### src/rtl/cbe_pkg.sv
// cbe_pkg: shared types, constants and fixed-point helpers for the ease curve block
// no dependencies; used by every module in rtl/

package cbe_pkg;

   // fixed-point formats
   localparam int IO_BITS      = 16;
   localparam int IO_W         = IO_BITS + 1;
   localparam int FRAC_BITS    = 16;
   localparam int FX_W         = FRAC_BITS + 1;
   localparam int BISECT_STEPS = 16;
   localparam int UP_SH        = (FRAC_BITS > IO_BITS) ? (FRAC_BITS - IO_BITS) : 0;
   localparam int DN_SH        = (FRAC_BITS < IO_BITS) ? (IO_BITS - FRAC_BITS) : 0;
   localparam int ROUND_HALF   = (1 << UP_SH) >> 1;

   localparam int COEF_BITS = 24;
   localparam int COEF_W    = COEF_BITS + 2;
   localparam int PROD_W    = 2 * FX_W;
   localparam int CP_W      = FX_W + COEF_W;
   localparam int CM_W      = FX_W + 2;
   localparam int SUM_W     = FX_W + 3;
   localparam int WIDE_W    = 32;

   // pipeline depths
   localparam int POLY_LAT = 3;

   localparam logic [IO_W-1:0] IO_ONE  = {1'b1, {IO_BITS{1'b0}}};
   localparam logic [FX_W-1:0] FX_ONE  = {1'b1, {FRAC_BITS{1'b0}}};
   localparam logic [FX_W-1:0] FX_HALF = FX_ONE >> 1;

   // q24 curve coefficients: 3*0.25, 3*0.1 (rounded), 3*1.0
   localparam logic [COEF_W-1:0] CX_A = COEF_W'(12582912);
   localparam logic [COEF_W-1:0] CX_B = COEF_W'(12582912);
   localparam logic [COEF_W-1:0] CY_A = COEF_W'(5033165);
   localparam logic [COEF_W-1:0] CY_B = COEF_W'(50331648);
   localparam logic [CP_W-1:0]   COEF_HALF = CP_W'(1) << (COEF_BITS - 1);

   typedef enum logic [1:0] {
      SPEC_NONE,
      SPEC_ZERO,
      SPEC_ONE
   } spec_type;

   // one request as it travels down the bisection row
   typedef struct packed {
      logic            valid;
      spec_type        spec;
      logic [FX_W-1:0] tq;
      logic [FX_W-1:0] lo;
      logic [FX_W-1:0] hi;
      logic [FX_W-1:0] u;
   } lane_type;

   typedef struct packed {
      logic     valid;
      spec_type spec;
   } tail_type;

   // qF x qF, rounded to qF
   function automatic logic [FX_W-1:0] fx_mul(input logic [FX_W-1:0] a,
                                              input logic [FX_W-1:0] b);
      logic [PROD_W-1:0] prod;
      prod = PROD_W'(a) * PROD_W'(b) + PROD_W'(FX_HALF);
      return prod[FRAC_BITS +: FX_W];
   endfunction

   // qF x q24 coefficient, rounded to qF
   function automatic logic [CM_W-1:0] coef_mul(input logic [FX_W-1:0]   p,
                                                input logic [COEF_W-1:0] c);
      logic [CP_W-1:0] prod;
      prod = CP_W'(p) * CP_W'(c) + COEF_HALF;
      return prod[COEF_BITS +: CM_W];
   endfunction

endpackage

### src/rtl/cbe_poly.sv
// cbe_poly: three-stage pipelined bezier polynomial for one parameter value
// depends on cbe_pkg (fx_mul, coef_mul, widths)

module cbe_poly (
   input  logic                        clock,
   input  logic                        en,
   input  logic [cbe_pkg::FX_W-1:0]    mid,
   input  logic [cbe_pkg::COEF_W-1:0]  ca,
   input  logic [cbe_pkg::COEF_W-1:0]  cb,
   output logic [cbe_pkg::FX_W-1:0]    u_dly,
   output logic [cbe_pkg::SUM_W-1:0]   sum
);

   logic [cbe_pkg::FX_W-1:0] v;
   logic [cbe_pkg::FX_W-1:0] s1_u_ff, s1_v_ff, s1_uv_ff, s1_uu_ff;
   logic [cbe_pkg::FX_W-1:0] s2_u_ff, s2_p1_ff, s2_p2_ff, s2_p3_ff;
   logic [cbe_pkg::FX_W-1:0] s3_u_ff, s3_p3_ff;
   logic [cbe_pkg::CM_W-1:0] s3_c1_ff, s3_c2_ff;

   assign v = cbe_pkg::FX_ONE - mid;

   always_ff @(posedge clock) begin
      if (en) begin
         // u*v and u*u
         s1_u_ff  <= mid;
         s1_v_ff  <= v;
         s1_uv_ff <= cbe_pkg::fx_mul(mid, v);
         s1_uu_ff <= cbe_pkg::fx_mul(mid, mid);
         // cubic terms
         s2_u_ff  <= s1_u_ff;
         s2_p1_ff <= cbe_pkg::fx_mul(s1_uv_ff, s1_v_ff);
         s2_p2_ff <= cbe_pkg::fx_mul(s1_uv_ff, s1_u_ff);
         s2_p3_ff <= cbe_pkg::fx_mul(s1_uu_ff, s1_u_ff);
         // coefficient scaling
         s3_u_ff  <= s2_u_ff;
         s3_c1_ff <= cbe_pkg::coef_mul(s2_p1_ff, ca);
         s3_c2_ff <= cbe_pkg::coef_mul(s2_p2_ff, cb);
         s3_p3_ff <= s2_p3_ff;
      end
   end

   assign u_dly = s3_u_ff;
   assign sum   = cbe_pkg::SUM_W'(s3_c1_ff) + cbe_pkg::SUM_W'(s3_c2_ff)
                + cbe_pkg::SUM_W'(s3_p3_ff);

endmodule

### src/rtl/cbe_cell.sv
// cbe_cell: one bisection step, midpoint -> x(u) -> compare -> narrowed bounds
// depends on cbe_pkg and cbe_poly

module cbe_cell (
   input  logic              clock,
   input  logic              reset,
   input  logic              en,
   input  cbe_pkg::lane_type up_lane,
   output cbe_pkg::lane_type dn_lane
);

   logic [cbe_pkg::FX_W:0]    bound_sum;
   logic [cbe_pkg::FX_W-1:0]  mid;
   logic [cbe_pkg::FX_W-1:0]  poly_u;
   logic [cbe_pkg::SUM_W-1:0] poly_sum;
   cbe_pkg::lane_type         side_ff [cbe_pkg::POLY_LAT];
   cbe_pkg::lane_type         dn_in;
   cbe_pkg::lane_type         dn_ff;

   // truncated midpoint of the current bracket
   assign bound_sum = {1'b0, up_lane.lo} + {1'b0, up_lane.hi};
   assign mid       = bound_sum[cbe_pkg::FX_W:1];

   cbe_poly u_poly (
      .clock (clock),
      .en    (en),
      .mid   (mid),
      .ca    (cbe_pkg::CX_A),
      .cb    (cbe_pkg::CX_B),
      .u_dly (poly_u),
      .sum   (poly_sum)
   );

   always_comb begin
      dn_in   = side_ff[cbe_pkg::POLY_LAT-1];
      dn_in.u = poly_u;
      if (poly_sum < cbe_pkg::SUM_W'(dn_in.tq)) begin
         dn_in.lo = poly_u;
      end else begin
         dn_in.hi = poly_u;
      end
   end

   always_ff @(posedge clock) begin
      if (reset) begin
         for (int i = 0; i < cbe_pkg::POLY_LAT; i++) begin
            side_ff[i].valid <= 1'b0;
         end
         dn_ff.valid <= 1'b0;
      end else if (en) begin
         side_ff[0] <= up_lane;
         for (int i = 1; i < cbe_pkg::POLY_LAT; i++) begin
            side_ff[i] <= side_ff[i-1];
         end
         dn_ff <= dn_in;
      end
   end

   assign dn_lane = dn_ff;

endmodule

### config.mk
export PLATFORM = sky130hd
export DESIGN_NAME = cbe_cell
export DESIGN_NICKNAME = d
export VERILOG_FILES = /design/src/rtl/cbe_pkg.sv /design/src/rtl/cbe_poly.sv /design/src/rtl/cbe_cell.sv
export SDC_FILE = /design/constraint.sdc
export NUM_CORES = 2
export LEC_CHECK = 0
export BUFFER_PORTS_ARGS = -buffer_cell sky130_fd_sc_hd__buf_2
export CORE_AREA = 2 2 461 234
export CTS_CLUSTER_DIAMETER = 200
export DETAILED_ROUTE_END_ITERATION = 8
export DIE_AREA = 0 0 463 236
export PLACE_DENSITY = 0.77
export SLEW_MARGIN = 20
export SYNTH_ARGS = -nofsm -noshare
export SYNTH_HDL_FRONTEND = slang
export SYNTH_SLANG_ARGS = --single-unit
### constraint.sdc
create_clock -name clock -period 15 [get_ports clock]
set_clock_uncertainty 0.05 [all_clocks]
set_input_delay 2.25 -clock clock [delete_from_list [all_inputs] [get_ports clock]]
set_output_delay 2.25 -clock clock [all_outputs]
set_load 0.005 [all_outputs]
==> flow_summary.yaml <==
detailed_routing:
  via_per_inst: 5.53
  drc: 0
  dr.first_iter.drc_count: 4574
  totalWireLength_um: 151000
  drtAntennaViolNets: 0
  dr_total_vias: 42500
  avgRoutedWirePerCell_um: 19.7
  first_pass_iters: 8
sta:
  maxSlewHeadroom: 0.339
  rsz0062_at_grt: "false"
  period_minus_slack_ns: 11.87
  fmax_mhz: 84.2
  timing_hold_violations_final: 0
  worst_slew_pin_slew_ns: 0.990
  fin_crit_sh: 0.792
  slew_viol_final: 0
  finalSetupViolCount: 0
  tns_ns: 0
  hold_slack_ns: 0.356
cts:
  clk_latency_ns: 0.63
  cts_tree: "yes"
  post_cts_resized: 0
  cts_sinks: 438
  path_clk_slew_ns: 0.06
  cts_buffers: 46
  cts_setup_buffers: 0
  h-tree-depth: 2
  clockBufferDepth: 3
  ctsHoldBuffers: 0
  cts_root_buffer: "clkbuf_16"
placed_design:
  port_buffers: 127
  gp_congestion: 0.961
  place_hpwl_um: 119000
yosys:
  synthesis.nets: 8045
  avgSynthCellArea_um2: 10.1
  yosys.cell_types.count: 82
  yosys.area.top_type_share: 0.353
  syn_inst: 6206
  yosys_register_bits: 438
  yosysWarnings: 0
  yosysMostFrequentCell: "inv_1"
  seq_area_frac_synth: 0.210
  synth_flop_cell: "edfxtp_1"
  synth_edf_count: 437
  synth_common_cells: "inv_1, fa_1, nand2_1, ha_1, and2_1"
  yosys.area.top_type: "fa_1"
  synth_area_leaders: "fa_1, edfxtp_1, ha_1, inv_1, and2_1"
  synthesis.area_um2: 62700
  ys_async_sr_fraction: 0
floorplanning:
  die_h_um: 236
  core_area_um2: 106000
  fp.dieW_um: 463
  rows: 85
  num_io_pins: 145
  start_util: 0.591
  dieArea_um2: 109000
critical_path:
  worstSetupStartpointType: "input port"
  crit_top_cell: "fa_1"
  r2r_start: "u_poly.s1_v_ff[5]"
  max_stage_delay_ns: 0.73
  end_kind: "register"
  crit_path_start: "up_lane[18]"
  cp.arrival_ns: 12.19
  path_max_fanout: 21
  crit_type: "input port to register"
  required_ns: 15.31
  worst_path_max_delay_cell: "clkinv_1"
global_routing:
  antenna_found_initial: 3
  grt_pass1_wl_um: 248000
  grt-ovfl-total: 0
  grt_max_degree: 109
  first_global_vias: 44900
  globalRouteTotalUtil: 0.288
worst_hold_path:
  min_path_type: "register to register"
  worstHoldStart: "u_poly.s2_p3_ff[1]"
layout:
  area_growth_pct: 5.90
  drive_gt1_frac: 0.0562
  fillers: 8395
  fin_nets: 8054
run_status:
  status: "finished clean"
job:
  max_cap_viol_count: 0
## layout make-up
class / instances / area, µm² / area share
diodes: 2 / 5.00 / 0.0000754
clock buffers: 56 / 1190 / 0.0179
clock inverters: 28 / 348 / 0.00524
inverters: 1411 / 5300 / 0.0798
multi-input cells: 4118 / 43400 / 0.654
flip-flops and latches: 438 / 13100 / 0.198
well taps: 1435 / 1800 / 0.0271
repair buffers: 200 / 1200 / 0.0180
## cells in the final DEF (no fill, tap or decap), types with 10 or more instances in the layout
master / instances
and2_1: 506
o21a_1: 25
nand2_1: 779
nor3_1: 42
xor2_1: 55
nor2b_1: 20
mux2_2: 35
clkinv_1: 14
edfxtp_1: 437
clkbuf_1: 10
inv_1: 1397
nand4_1: 17
a211oi_1: 16
a21o_1: 47
buf_2: 126
ha_1: 659
clkbuf_16: 46
a21oi_1: 97
a31oi_1: 14
o21ai_0: 55
xnor2_1: 118
o21bai_1: 18
fa_1: 1106
and3_1: 29
nand3_1: 36
o211ai_1: 10
nor2_1: 284
buf_4: 72
nand2b_1: 19
## logic make-up after synthesis
| family | synth area share |
|---|---|
| AOI/OAI and AO/OA | 0.0391 |
| DFF | 0.210 |
| muxes | 0.00661 |
| and+or+nand+nor | 0.134 |
| buffers and inverters | 0.0995 |
| adders and majority gates | 0.485 |
| xor gates and xnor gates | 0.0257 |
## state kept, by name (all words and copies together), names as in the netlist
| register | flops |
|---|---|
| u_poly.s2_p1_ff | 17 |
| u_poly.s2_u_ff | 17 |
| u_poly.s1_v_ff | 17 |
| u_poly.u_dly | 17 |
| side_ff | 162 |
| dn_lane | 71 |
| u_poly.s3_p3_ff | 17 |
| u_poly.s3_c1_ff | 18 |
| u_poly.s2_p2_ff | 17 |
| u_poly.s1_uv_ff | 17 |
| u_poly.s1_u_ff | 16 |
| u_poly.s3_c2_ff | 18 |
| u_poly.s1_uu_ff | 17 |
| u_poly.s2_p3_ff | 17 |
## worst paths after layout
kind | slack [ns] | to | depth (start not counted)
setup / recovery | 3.13 | u_poly.s1_uv_ff[13] | 34
hold / removal | 0.36 | u_poly.s3_p3_ff[1] | 0
setup reg to reg | 7.14 | u_poly.s2_p1_ff[13] | 23
hold reg to reg | 0.36 | u_poly.s3_p3_ff[1] | 0
## through the flow
stage | instances | area (µm²) | setup WS (ns) | utilization
6_report | 7688 | 66400 | 3.13 | 0.626
3_5_place_dp | 7602 | 64800 | 2.63 | 0.611
3_3_place_gp | 7602 | 64800 | 2.81 | 0.611
2_1_floorplan | 6206 | 62700 | 4.28 | -
5_1_grt | 7686 | 66400 | 2.55 | 0.626
4_1_cts | 7686 | 66400 | 3.25 | 0.626
## worst max-delay path: cells and delay by family
kind	cells	cell delay (ns)
adders and majority gates	9	4.11
AOI/OAI and AO/OA	10	2.72
buffers and inverters	8	1.79
and+or+nand+nor	5	1.04
xor gates and xnor gates	2	0.23
## metal layers
metal,part of all wire,vias to the layer above,wire length (µm),track usage
li1,-,18900,-,-
met1,0.45,21200,68300,0.447
met2,0.40,2190,60200,0.399
met3,0.14,207,20800,0.0947
met4,0.013,4,2020,0.0437
met5,0.00067,-,101,0.00606
Power is not shown: default switching activity piles up to over one toggle a cycle in this logic, so the estimate is an artifact.
