## src/rtl/cbe_pkg.sv

```systemverilog
// cbe_pkg: shared types, constants and fixed-point helpers for the ease curve block
// no dependencies; used by every module in rtl/

package cbe_pkg;

   // fixed-point formats
   localparam int IO_BITS      = 16;
   localparam int IO_W         = IO_BITS + 1;
   localparam int FRAC_BITS    = 16;
   localparam int FX_W         = FRAC_BITS + 1;
   localparam int BISECT_STEPS = 16;
   localparam int UP_SH        = (FRAC_BITS > IO_BITS) ? (FRAC_BITS - IO_BITS) : 0;
   localparam int DN_SH        = (FRAC_BITS < IO_BITS) ? (IO_BITS - FRAC_BITS) : 0;
   localparam int ROUND_HALF   = (1 << UP_SH) >> 1;

   localparam int COEF_BITS = 24;
   localparam int COEF_W    = COEF_BITS + 2;
   localparam int PROD_W    = 2 * FX_W;
   localparam int CP_W      = FX_W + COEF_W;
   localparam int CM_W      = FX_W + 2;
   localparam int SUM_W     = FX_W + 3;
   localparam int WIDE_W    = 32;

   // pipeline depths
   localparam int POLY_LAT = 3;

   localparam logic [IO_W-1:0] IO_ONE  = {1'b1, {IO_BITS{1'b0}}};
   localparam logic [FX_W-1:0] FX_ONE  = {1'b1, {FRAC_BITS{1'b0}}};
   localparam logic [FX_W-1:0] FX_HALF = FX_ONE >> 1;

   // q24 curve coefficients: 3*0.25, 3*0.1 (rounded), 3*1.0
   localparam logic [COEF_W-1:0] CX_A = COEF_W'(12582912);
   localparam logic [COEF_W-1:0] CX_B = COEF_W'(12582912);
   localparam logic [COEF_W-1:0] CY_A = COEF_W'(5033165);
   localparam logic [COEF_W-1:0] CY_B = COEF_W'(50331648);
   localparam logic [CP_W-1:0]   COEF_HALF = CP_W'(1) << (COEF_BITS - 1);

   typedef enum logic [1:0] {
      SPEC_NONE,
      SPEC_ZERO,
      SPEC_ONE
   } spec_type;

   // one request as it travels down the bisection row
   typedef struct packed {
      logic            valid;
      spec_type        spec;
      logic [FX_W-1:0] tq;
      logic [FX_W-1:0] lo;
      logic [FX_W-1:0] hi;
      logic [FX_W-1:0] u;
   } lane_type;

   typedef struct packed {
      logic     valid;
      spec_type spec;
   } tail_type;

   // qF x qF, rounded to qF
   function automatic logic [FX_W-1:0] fx_mul(input logic [FX_W-1:0] a,
                                              input logic [FX_W-1:0] b);
      logic [PROD_W-1:0] prod;
      prod = PROD_W'(a) * PROD_W'(b) + PROD_W'(FX_HALF);
      return prod[FRAC_BITS +: FX_W];
   endfunction

   // qF x q24 coefficient, rounded to qF
   function automatic logic [CM_W-1:0] coef_mul(input logic [FX_W-1:0]   p,
                                                input logic [COEF_W-1:0] c);
      logic [CP_W-1:0] prod;
      prod = CP_W'(p) * CP_W'(c) + COEF_HALF;
      return prod[COEF_BITS +: CM_W];
   endfunction

endpackage

```

## src/rtl/cbe_out_buf.sv

```systemverilog
// cbe_out_buf: output register with one skid entry for the response channel
// depends on cbe_pkg (IO_W)

module cbe_out_buf (
   input  logic                     clock,
   input  logic                     reset,
   input  logic                     in_valid,
   input  logic [cbe_pkg::IO_W-1:0] in_value,
   input  logic                     out_ready,
   output logic                     out_valid,
   output logic [cbe_pkg::IO_W-1:0] out_value,
   output logic                     full
);

   logic                     main_valid_ff, main_valid_in;
   logic                     skid_valid_ff, skid_valid_in;
   logic [cbe_pkg::IO_W-1:0] main_ff, main_in;
   logic [cbe_pkg::IO_W-1:0] skid_ff, skid_in;
   logic                     push, pop;

   assign push = in_valid && !skid_valid_ff;
   assign pop  = main_valid_ff && out_ready;

   always_comb begin
      main_valid_in = main_valid_ff;
      skid_valid_in = skid_valid_ff;
      main_in       = main_ff;
      skid_in       = skid_ff;
      if (!main_valid_ff || pop) begin
         if (skid_valid_ff) begin
            main_in       = skid_ff;
            main_valid_in = 1'b1;
            skid_valid_in = 1'b0;
         end else begin
            main_in       = in_value;
            main_valid_in = push;
         end
      end else if (push) begin
         // response held, park the new one
         skid_in       = in_value;
         skid_valid_in = 1'b1;
      end
   end

   always_ff @(posedge clock) begin
      if (reset) begin
         main_valid_ff <= 1'b0;
         skid_valid_ff <= 1'b0;
      end else begin
         main_valid_ff <= main_valid_in;
         skid_valid_ff <= skid_valid_in;
      end
      main_ff <= main_in;
      skid_ff <= skid_in;
   end

   assign out_valid = main_valid_ff;
   assign out_value = main_ff;
   assign full      = skid_valid_ff;

endmodule

```

## config.mk

```make
export PLATFORM = sky130hd
export DESIGN_NAME = cbe_out_buf
export DESIGN_NICKNAME = d
export VERILOG_FILES = /design/src/rtl/cbe_pkg.sv /design/src/rtl/cbe_out_buf.sv
export SDC_FILE = /design/constraint.sdc
export NUM_CORES = 1
export LEC_CHECK = 0
export ABC_AREA = 1
export BUFFER_PORTS_ARGS = -buffer_cell sky130_fd_sc_hd__buf_2
export CELL_PAD_IN_SITES_DETAIL_PLACEMENT = 0
export CELL_PAD_IN_SITES_GLOBAL_PLACEMENT = 1
export CORE_MARGIN = 2
export CORE_UTILIZATION = 39
export DETAILED_ROUTE_END_ITERATION = 12
export GPL_ROUTABILITY_DRIVEN = 0
export PLACE_DENSITY_LB_ADDON = 0.1
export SLEW_MARGIN = 20
export SYNTH_ARGS = -nofsm -noshare
export SYNTH_HDL_FRONTEND = slang
export SYNTH_SLANG_ARGS = --single-unit
```

## constraint.sdc

```tcl
create_clock -name clock -period 2.65 [get_ports clock]
set_input_delay 0.1325 -clock clock [delete_from_list [all_inputs] [get_ports clock]]
set_output_delay 0.1325 -clock clock [all_outputs]
set_load 0.02 [all_outputs]
```

==> results of run 1 <==
==> worst max-delay path by stage <==
| stage | slack [ns] | startpoint | cells past startpoint | end |
|---|---|---|---|---|
| after floorplan | 0.56 | out_valid | 2 | skid_ff[0] |
| after global placement | 1.11 | full | 4 | skid_ff[13] |
| after detailed placement | 1.06 | full | 4 | skid_ff[3] |
| after CTS | 1.04 | full | 4 | skid_ff[6] |
| after global routing | 0.95 | full | 4 | skid_ff[3] |
| final | 1.06 | full | 4 | skid_ff[7] |
==> power by group <==
part | switching (uW) | leakage (uW) | internal, uW
registers | 6.63 | 0.000348 | 657
clock network | 172 | 0.0000403 | 193
logic | 73.0 | 0.000416 | 52.8
==> cell type report <==
cell class	instances	area, um^2
clock inverters	3	37.54
fillers	295	1489
inverters	3	11.26
multi-input cells	59	229.0
well taps	46	57.56
repair buffers	59	387.9
flip-flops and latches	36	1061
clock buffers	5	37.54
==> Yosys cell counts <==
library cell	number
nand2_1	53
edfxtp_1	34
nor2_1	3
buf_6	2
dfxtp_1	2
inv_1	2
buf_12	1
inv_2	1
nand2_2	1
nand3_1	1
o21ai_0	1
==> registers in the layout, summed over array words and instances (netlist names) <==
| register | flops |
|---|---|
| full | 1 |
| skid_ff | 17 |
| out_value | 17 |
| out_valid | 1 |
==> metrics by stage <==
| step | worst slack [ns] | std cells | total power, uW |
|---|---|---|---|
| 2_1_floorplan | 0.5575 | 101 | 739.4 |
| 3_3_place_gp | 1.106 | 186 | 784.1 |
| 3_5_place_dp | 1.056 | 186 | 785.4 |
| 4_1_cts | 1.041 | 211 | 1168 |
| 5_1_grt | 0.9469 | 211 | 1209 |
| 6_report | 1.062 | 211 | 1154 |
==> repair_timing <==
item,4_1_cts,5_1_grt
gates resized for setup,0,0
hold buffers,17,0
endpoints found under the hold margin,17,0
==> routing by layer <==
layer  part of all wire [%]  global-route usage [%]
met4                    1.9                   5.833
met2                     45                   21.64
met3                    6.0                   5.766
met5                      0                       0
met1                     47                   17.11
==> kinds of logic after synthesis <==
family                 count (synthesis)  synth area share [%]
AO/OA/AOI/OAI                          1                0.3728
buffers and inverters                  6                 4.011
flip-flops                            36                 79.10
AND/OR/NAND/NOR                       58                 16.51
==> worst min-delay path, delay by kind of cell <==
kind / cells / cell delay (ns)
buffers and inverters: 1 / 0.10
and+or+nand+nor: 1 / 0.06
AOI/OAI and AO/OA: 1 / 0.07
==> results.ini, run 1 <==
[status]
status=finished, final reports clean

[yosys]
synthCells=101
ys_types=11
syn_area_mm2=0.001341
synth.avg_cell_area_um2=13.28
yosysTopAreaCell=edfxtp_1
yosysWarnings=0
ys_ff_latch=36
synth_area_leaders=edfxtp_1, nand2_1, dfxtp_1, buf_6, buf_12
syn-num-nets=122
ys_seq_area_share_pct=79.10
yosysTopAreaCellShare_pct=76.12

[drt]
wl_um=2328
drc=0
antenna_left=0
drtIter0Drc=34
routed-via-count=907
drt-wirelength-per-cell_um=11.03
firstDrtPassIters=4
vias_per_cell=4.299

[min_path]
hold_class=in -> reg
hold_depth=3
min_from=in_valid
hold_end=out_valid

[worst_setup_path]
cp-end-kind=flip-flop
path_delay_family=buffers and inverters
worst-path-max-fanout=18
rr_worst_depth=4
worstPathCellList=inv_2 -> nand2_1 -> nor2_2 -> buf_4
r2r-end=skid_ff[7]
slowest_stage=nor2_2
r2r_slack_ns=1.06
path_buf_inv=2
r2r_start=full
crit_path_start_kind=flip-flop
worstSetupPathType=reg -> reg
cp.arrival_ns=1.63
max_stage_delay_ns=0.34
required_ns=2.69

[floorplan]
die_h_um=62.65
start_util_pct=40.51
num_rows=21
coreArea_mm2=0.003311
die_area_mm2=0.003924
pin_count=40
die_w_um=62.65

[final_layout]
final_common_cell=nand2_1
fin_nets=185
drive_gt1_share_pct=30.91
diodes=0
area_delta_synth_final_pct=35.82
final_cell_mix=nand2_1, buf_2, edfxtp_1
fin_util_pct=55.03
final_area_mm2=0.001822

[timing]
setup_violations=0
fin_setup_tns_ns=0
fmax_ghz=0.6298
drv_slew=0
finalClockSkew_ns=0.007353
period_share_pct=59.91
period_minus_slack_ns=1.588
maxSlewHeadroom_pct=72.80
rsz0062_at_grt=no
finalHoldWorstSlack_ns=0.05501
hold_viol_final=0
tightest_slew_ns=0.4075

[clock_network]
h-tree-depth=2
tritoncts=yes
clkTransAtPathRegs_ns=0.10
worstSkewPairLatency_ns=0.33
clk_path_buf_depth=2
post_cts_buffers=0
clockRootBuffer=clkbuf_4
cts_buffers=5
clock_sinks=36

[grt]
grt_antenna_before_repair=0
grt_pass1_vias=917
grt_pass1_wl_um=4064
gr-total-overflow=0
grt_max_degree=21
grt_usage_pct=13.90

[placed_design]
hpwl_um=1467
io_buffers=39
dpl_cell_area_mm2=0.001577

[pwr]
p_leak_uw=0.0008038
powerDensity_mw_per_mm2=633.5
irDropWorstVdd_v=0.0003427

[run]
cap_violations=0

(Power assumes the default switching activity.)
==> run 2, diff against run 1 <==
- clock period: 2.65 -> 1.5 ns (I/O delays scaled with it)
==> results.ini, run 2 (synthesis results as in run 1) <==
[status]
status=finished, final reports clean  ; unchanged

[pwr]
comb_power_share_pct=12.0  ; was 10.9%
irDropWorstVdd_v=0.0006251  ; was 0.0003427 V
p_seq_share_pct=62.5  ; was 57.5%
power.share.clock_pct=25.5  ; was 31.6%
switching_share_pct=23.90  ; was 21.80%
p_sw_uw=449.1  ; was 251.6 uW
power.internal_uw=1430  ; was 902.4 uW
p_leak_uw=0.0008032  ; was 0.0008038 uW
powerDensity_mw_per_mm2=1029  ; was 633.5 mW/mm^2

[clock_network]
post_cts_buffers=0  ; unchanged
clk_path_buf_depth=2  ; unchanged
h-tree-depth=2  ; unchanged
tritoncts=yes  ; unchanged
clockRootBuffer=clkbuf_4  ; unchanged
clkTransAtPathRegs_ns=0.10  ; about the same
worstSkewPairLatency_ns=0.34  ; was 0.33 ns
clock_sinks=36  ; unchanged
cts_buffers=5  ; unchanged

[grt]
grt_max_degree=21  ; unchanged
gr-total-overflow=0  ; unchanged
grt_antenna_before_repair=0  ; unchanged
grt_pass1_wl_um=3864  ; was 4064 um
grt_usage_pct=13.28  ; was 13.90%
grt_pass1_vias=850  ; was 917

[drt]
antenna_left=0  ; unchanged
routed-via-count=881  ; was 907
drtIter0Drc=26  ; was 34
firstDrtPassIters=2  ; was 4
drt-wirelength-per-cell_um=10.79  ; was 11.03 um
drc=0  ; unchanged
vias_per_cell=4.136  ; was 4.299
wl_um=2298  ; was 2328 um

[floorplan]
die_area_mm2=0.003924  ; unchanged
coreArea_mm2=0.003311  ; unchanged
die_w_um=62.65  ; unchanged
start_util_pct=40.51  ; unchanged
pin_count=40  ; unchanged
num_rows=21  ; unchanged
die_h_um=62.65  ; unchanged

[final_layout]
final_cell_mix=nand2_1, buf_2, edfxtp_1  ; unchanged
fin_util_pct=55.14  ; was 55.03%
area_delta_synth_final_pct=36.10  ; was 35.82%
diodes=0  ; unchanged
drive_gt1_share_pct=31.74  ; was 30.91%
fin_nets=187  ; was 185
final_common_cell=nand2_1  ; unchanged
final_area_mm2=0.001826  ; was 0.001822 mm^2

[min_path]
hold_depth=4  ; was 3
hold_class=in -> reg  ; unchanged

[timing]
period_share_pct=92.76  ; was 59.91%
drv_slew=0  ; unchanged
tightest_slew_ns=0.4762  ; was 0.4075 ns
fmax_ghz=0.7187  ; was 0.6298 GHz
finalHoldWorstSlack_ns=0.01849  ; was 0.05501 ns
rsz0062_at_grt=no  ; unchanged
maxSlewHeadroom_pct=68.18  ; was 72.80%
setup_violations=0  ; unchanged
hold_viol_final=0  ; unchanged
period_minus_slack_ns=1.391  ; was 1.588 ns
finalClockSkew_ns=0.004774  ; was 0.007353 ns
fin_setup_tns_ns=0  ; unchanged

[placed_design]
io_buffers=39  ; unchanged
dpl_cell_area_mm2=0.001584  ; was 0.001577 mm^2
hpwl_um=1395  ; was 1467 um

[run]
cap_violations=0  ; unchanged

[worst_setup_path]
worstSetupPathType=reg -> reg  ; unchanged
rr_worst_depth=4  ; unchanged
slowest_stage=dlygate4sd3_1  ; was nor2_2
worst-path-max-fanout=20  ; was 18
crit_path_start_kind=flip-flop  ; unchanged
required_ns=1.74  ; was 2.69 ns
cp-end-kind=flip-flop  ; unchanged
max_stage_delay_ns=0.56  ; was 0.34 ns
cp.arrival_ns=1.63  ; about the same
worstPathCellList=buf_4 -> o21ai_1 -> dlygate4sd3_1 -> nand2_1  ; was inv_2 -> nand2_1 -> nor2_2 -> buf_4

-- run 2: cell types whose count changed in the layout (fill, tap and decap cells not counted) --
cell	delta
clkinv_2	+2
bufinv_16	-1
clkinv_1	-1
o21ai_1	+1
dlygate4sd3_1	+2
nand2_1	-1
nor2_2	-1
nand2_2	+1
nor2_4	+1
o21ai_0	-1
-- run 2: cell type report --
cell class | count | area, um^2
clock inverter | 3 | 13.76
inverter | 3 | 11.26
timing repair buffer | 61 | 407.9
tap | 46 | 57.56
sequential | 36 | 1061
clock buffer | 5 | 37.54
fill | 305 | 1485
multi-input combinational | 59 | 236.5
-- run 2: path summary, 6_finish.rpt --
path             start         to  slack (ns)
min reg2reg  out_valid       full        0.52
max               full  out_valid        0.11
min              reset       full        0.02
max reg2reg       full  out_valid        0.11
-- run 2: layer usage --
| layer | share of wire (%) | GRT usage, % |
|---|---|---|
| met5 | 0 | 0 |
| met1 | 43 | 14.72 |
| met2 | 49 | 22.31 |
| met3 | 6.4 | 5.586 |
| met4 | 2.0 | 5.833 |
-- run 2: per-stage QoR --
stage	worst slack, ns	std cells	total power (uW)
after global placement	0.2973	186	1387
after CTS	0.09236	213	1900
after detailed placement	0.2799	186	1389
final	0.1086	213	1879
after global routing	0.005523	213	1973
after floorplan	0.05644	101	1309
-- run 2: repair_timing --
item / in CTS / in global routing
setup endpoints to repair: 0 / 1
hold endpoints to repair: 22 / 0
hold buffers: 19 / 0
gates resized for setup: 0 / 1
-- run 2: critical path: cells and delay by family, from the launching register on --
| kind | cells | cell delay [ns] |
|---|---|---|
| and+or+nand+nor | 1 | 0.05 |
| buffers and inverters | 2 | 0.77 |
| AOI/OAI and AO/OA | 1 | 0.15 |
| DFF | 1 | 0.33 |
-- run 2: power groups by stage --
| stage | sequential [uW] | clock, uW | combinational, uW |
|---|---|---|---|
| final | 1180 | 478 | 226 |
| after global routing | 1180 | 544 | 249 |
| after CTS | 1180 | 496 | 229 |
| after detailed placement | 1200 | 0 | 191 |
| after global placement | 1200 | 0 | 190 |
| after floorplan | 1260 | 0 | 52.5 |
==> run 3, diff against run 2 <==
- MAX_ROUTING_LAYER: default -> met4
- clock period: 1.5 -> 1.45 ns (I/O delays scaled with it)
==> results.ini, run 3 (synthesis results as in run 1) <==
[status]
status=finished, final reports clean  ; unchanged

[timing]
maxSlewHeadroom_pct=68.02  ; was 68.18%
setup_violations=0  ; unchanged
period_share_pct=85.52
finalHoldWorstSlack_ns=0.02694  ; was 0.01849 ns
fin_setup_tns_ns=0  ; unchanged
finalClockSkew_ns=0.007697  ; was 0.004774 ns
tightest_slew_ns=0.4785  ; was 0.4762 ns
drv_slew=0  ; unchanged
fmax_ghz=0.8065
rsz0062_at_grt=no  ; unchanged
period_minus_slack_ns=1.240
hold_viol_final=0  ; unchanged

[drt]
drt-wirelength-per-cell_um=10.73  ; was 10.79 um
drtIter0Drc=43  ; was 26
vias_per_cell=4.117  ; was 4.136
firstDrtPassIters=4  ; was 2
antenna_left=0  ; unchanged
routed-via-count=877  ; was 881
drc=0  ; unchanged
wl_um=2285  ; was 2298 um

[grt]
grt_pass1_vias=843  ; was 850
grt_antenna_before_repair=0  ; unchanged
gr-total-overflow=0  ; unchanged
grt_max_degree=21  ; unchanged
grt_pass1_wl_um=3774  ; was 3864 um
grt_usage_pct=13.26  ; was 13.28%

[clock_network]
clk_path_buf_depth=2  ; unchanged
post_cts_buffers=0  ; unchanged
tritoncts=yes  ; unchanged
worstSkewPairLatency_ns=0.33  ; was 0.34 ns
clkTransAtPathRegs_ns=0.10  ; about the same
cts_resized=0  ; unchanged
ctsHoldBuffers=19  ; unchanged
h-tree-depth=2  ; unchanged
cts_buffers=5  ; unchanged
clock_sinks=36  ; unchanged
clockRootBuffer=clkbuf_4  ; unchanged

[placed_design]
io_buffers=39  ; unchanged
dpl.cell_count=186  ; unchanged
dpl_cell_area_mm2=0.001584  ; unchanged

[min_path]
hold_class=in -> reg  ; unchanged
hold_depth=4  ; unchanged
hold_end=full  ; unchanged
min_from=out_ready  ; was reset

[worst_setup_path]
cp.arrival_ns=1.22  ; was 1.63 ns
crit_path_start_kind=input pin  ; was flip-flop
r2r_start=full  ; unchanged
r2r_slack_ns=0.23  ; was 0.11 ns
worstSetupPathType=in -> reg  ; was reg -> reg
cp-end-kind=flip-flop  ; unchanged
required_ns=1.43  ; was 1.74 ns
rr_worst_depth=3  ; was 4
r2r-end=skid_ff[15]  ; was out_valid
worst-path-max-fanout=17  ; was 20

[floorplan]
coreArea_mm2=0.003311  ; unchanged
pin_count=40  ; unchanged
die_w_um=62.65  ; unchanged
start_util_pct=40.51  ; unchanged
num_rows=21  ; unchanged
die_h_um=62.65  ; unchanged
die_area_mm2=0.003924  ; unchanged

[final_layout]
register_area_mm2=0.001061  ; unchanged
final_common_cell=nand2_1  ; unchanged
drive_gt1_share_pct=31.74  ; unchanged
area_delta_synth_final_pct=36.10  ; unchanged
fin_cells=213  ; unchanged
diodes=0  ; unchanged
final_cell_mix=nand2_1, buf_2, edfxtp_1  ; unchanged
multiInputGateArea_um2=236.5  ; unchanged
fillCellCount=301  ; was 305
fin_nets=187  ; unchanged
final_area_mm2=0.001826  ; unchanged

[run]
cap_violations=0  ; unchanged

[pwr]
p_leak_uw=0.0008045  ; was 0.0008032 uW
irDropWorstVdd_v=0.0006804  ; was 0.0006251 V
powerDensity_mw_per_mm2=1063  ; was 1029 mW/mm^2

==> run 3: metrics by stage <==
step	setup slack [ns]	power (uW)	utilization [%]
6_report	0.2100	1941	55.14
5_1_grt	0.1504	2033	55.14
4_1_cts	0.2064	1968	55.14
3_3_place_gp	0.2473	1435	47.85
2_1_floorplan	0.006438	1354	-
3_5_place_dp	0.2337	1436	47.85
==> run 3: worst max path at each step <==
stage	start	end	cells past startpoint
CTS	full	full	2
global route	full	full	2
floorplan	out_valid	skid_ff[0]	2
global placement	full	skid_ff[4]	3
detailed placement	full	skid_ff[4]	3
finish	in_valid	skid_ff[15]	4
==> run 3: critical path, cell delays in order <==
cell	delay, ns
dlygate4sd3_1	0.53
buf_2	0.12
nand2_1	0.08
nor2_4	0.41
==> run 3: area by class of cell <==
cell class / count / area share, %
clock buffers: 5 / 2.056
well taps: 46 / 3.153
inverters: 3 / 0.6169
repair buffers: 61 / 22.34
clock inverters: 3 / 0.7539
flip-flops and latches: 36 / 58.12
multi-input cells: 59 / 12.95
==> run 3: layer usage <==
layer / up-vias / share of wire, % / wire length [um] / track usage, %
met2: 28 / 50 / 1134 / 21.64
met4: 0 / 1.8 / 41 / 5.833
li1: 464 / - / - / -
met1: 380 / 43 / 973 / 14.48
met3: 5 / 5.9 / 135 / 5.045
met5: - / 0 / 0 / -
==> run 3: power breakdown <==
| group | switching [uW] | leakage, uW | internal (uW) |
|---|---|---|---|
| logic | 133 | 0.000424 | 100 |
| registers | 14.0 | 0.000348 | 1200 |
| clock network | 316 | 0.0000324 | 178 |
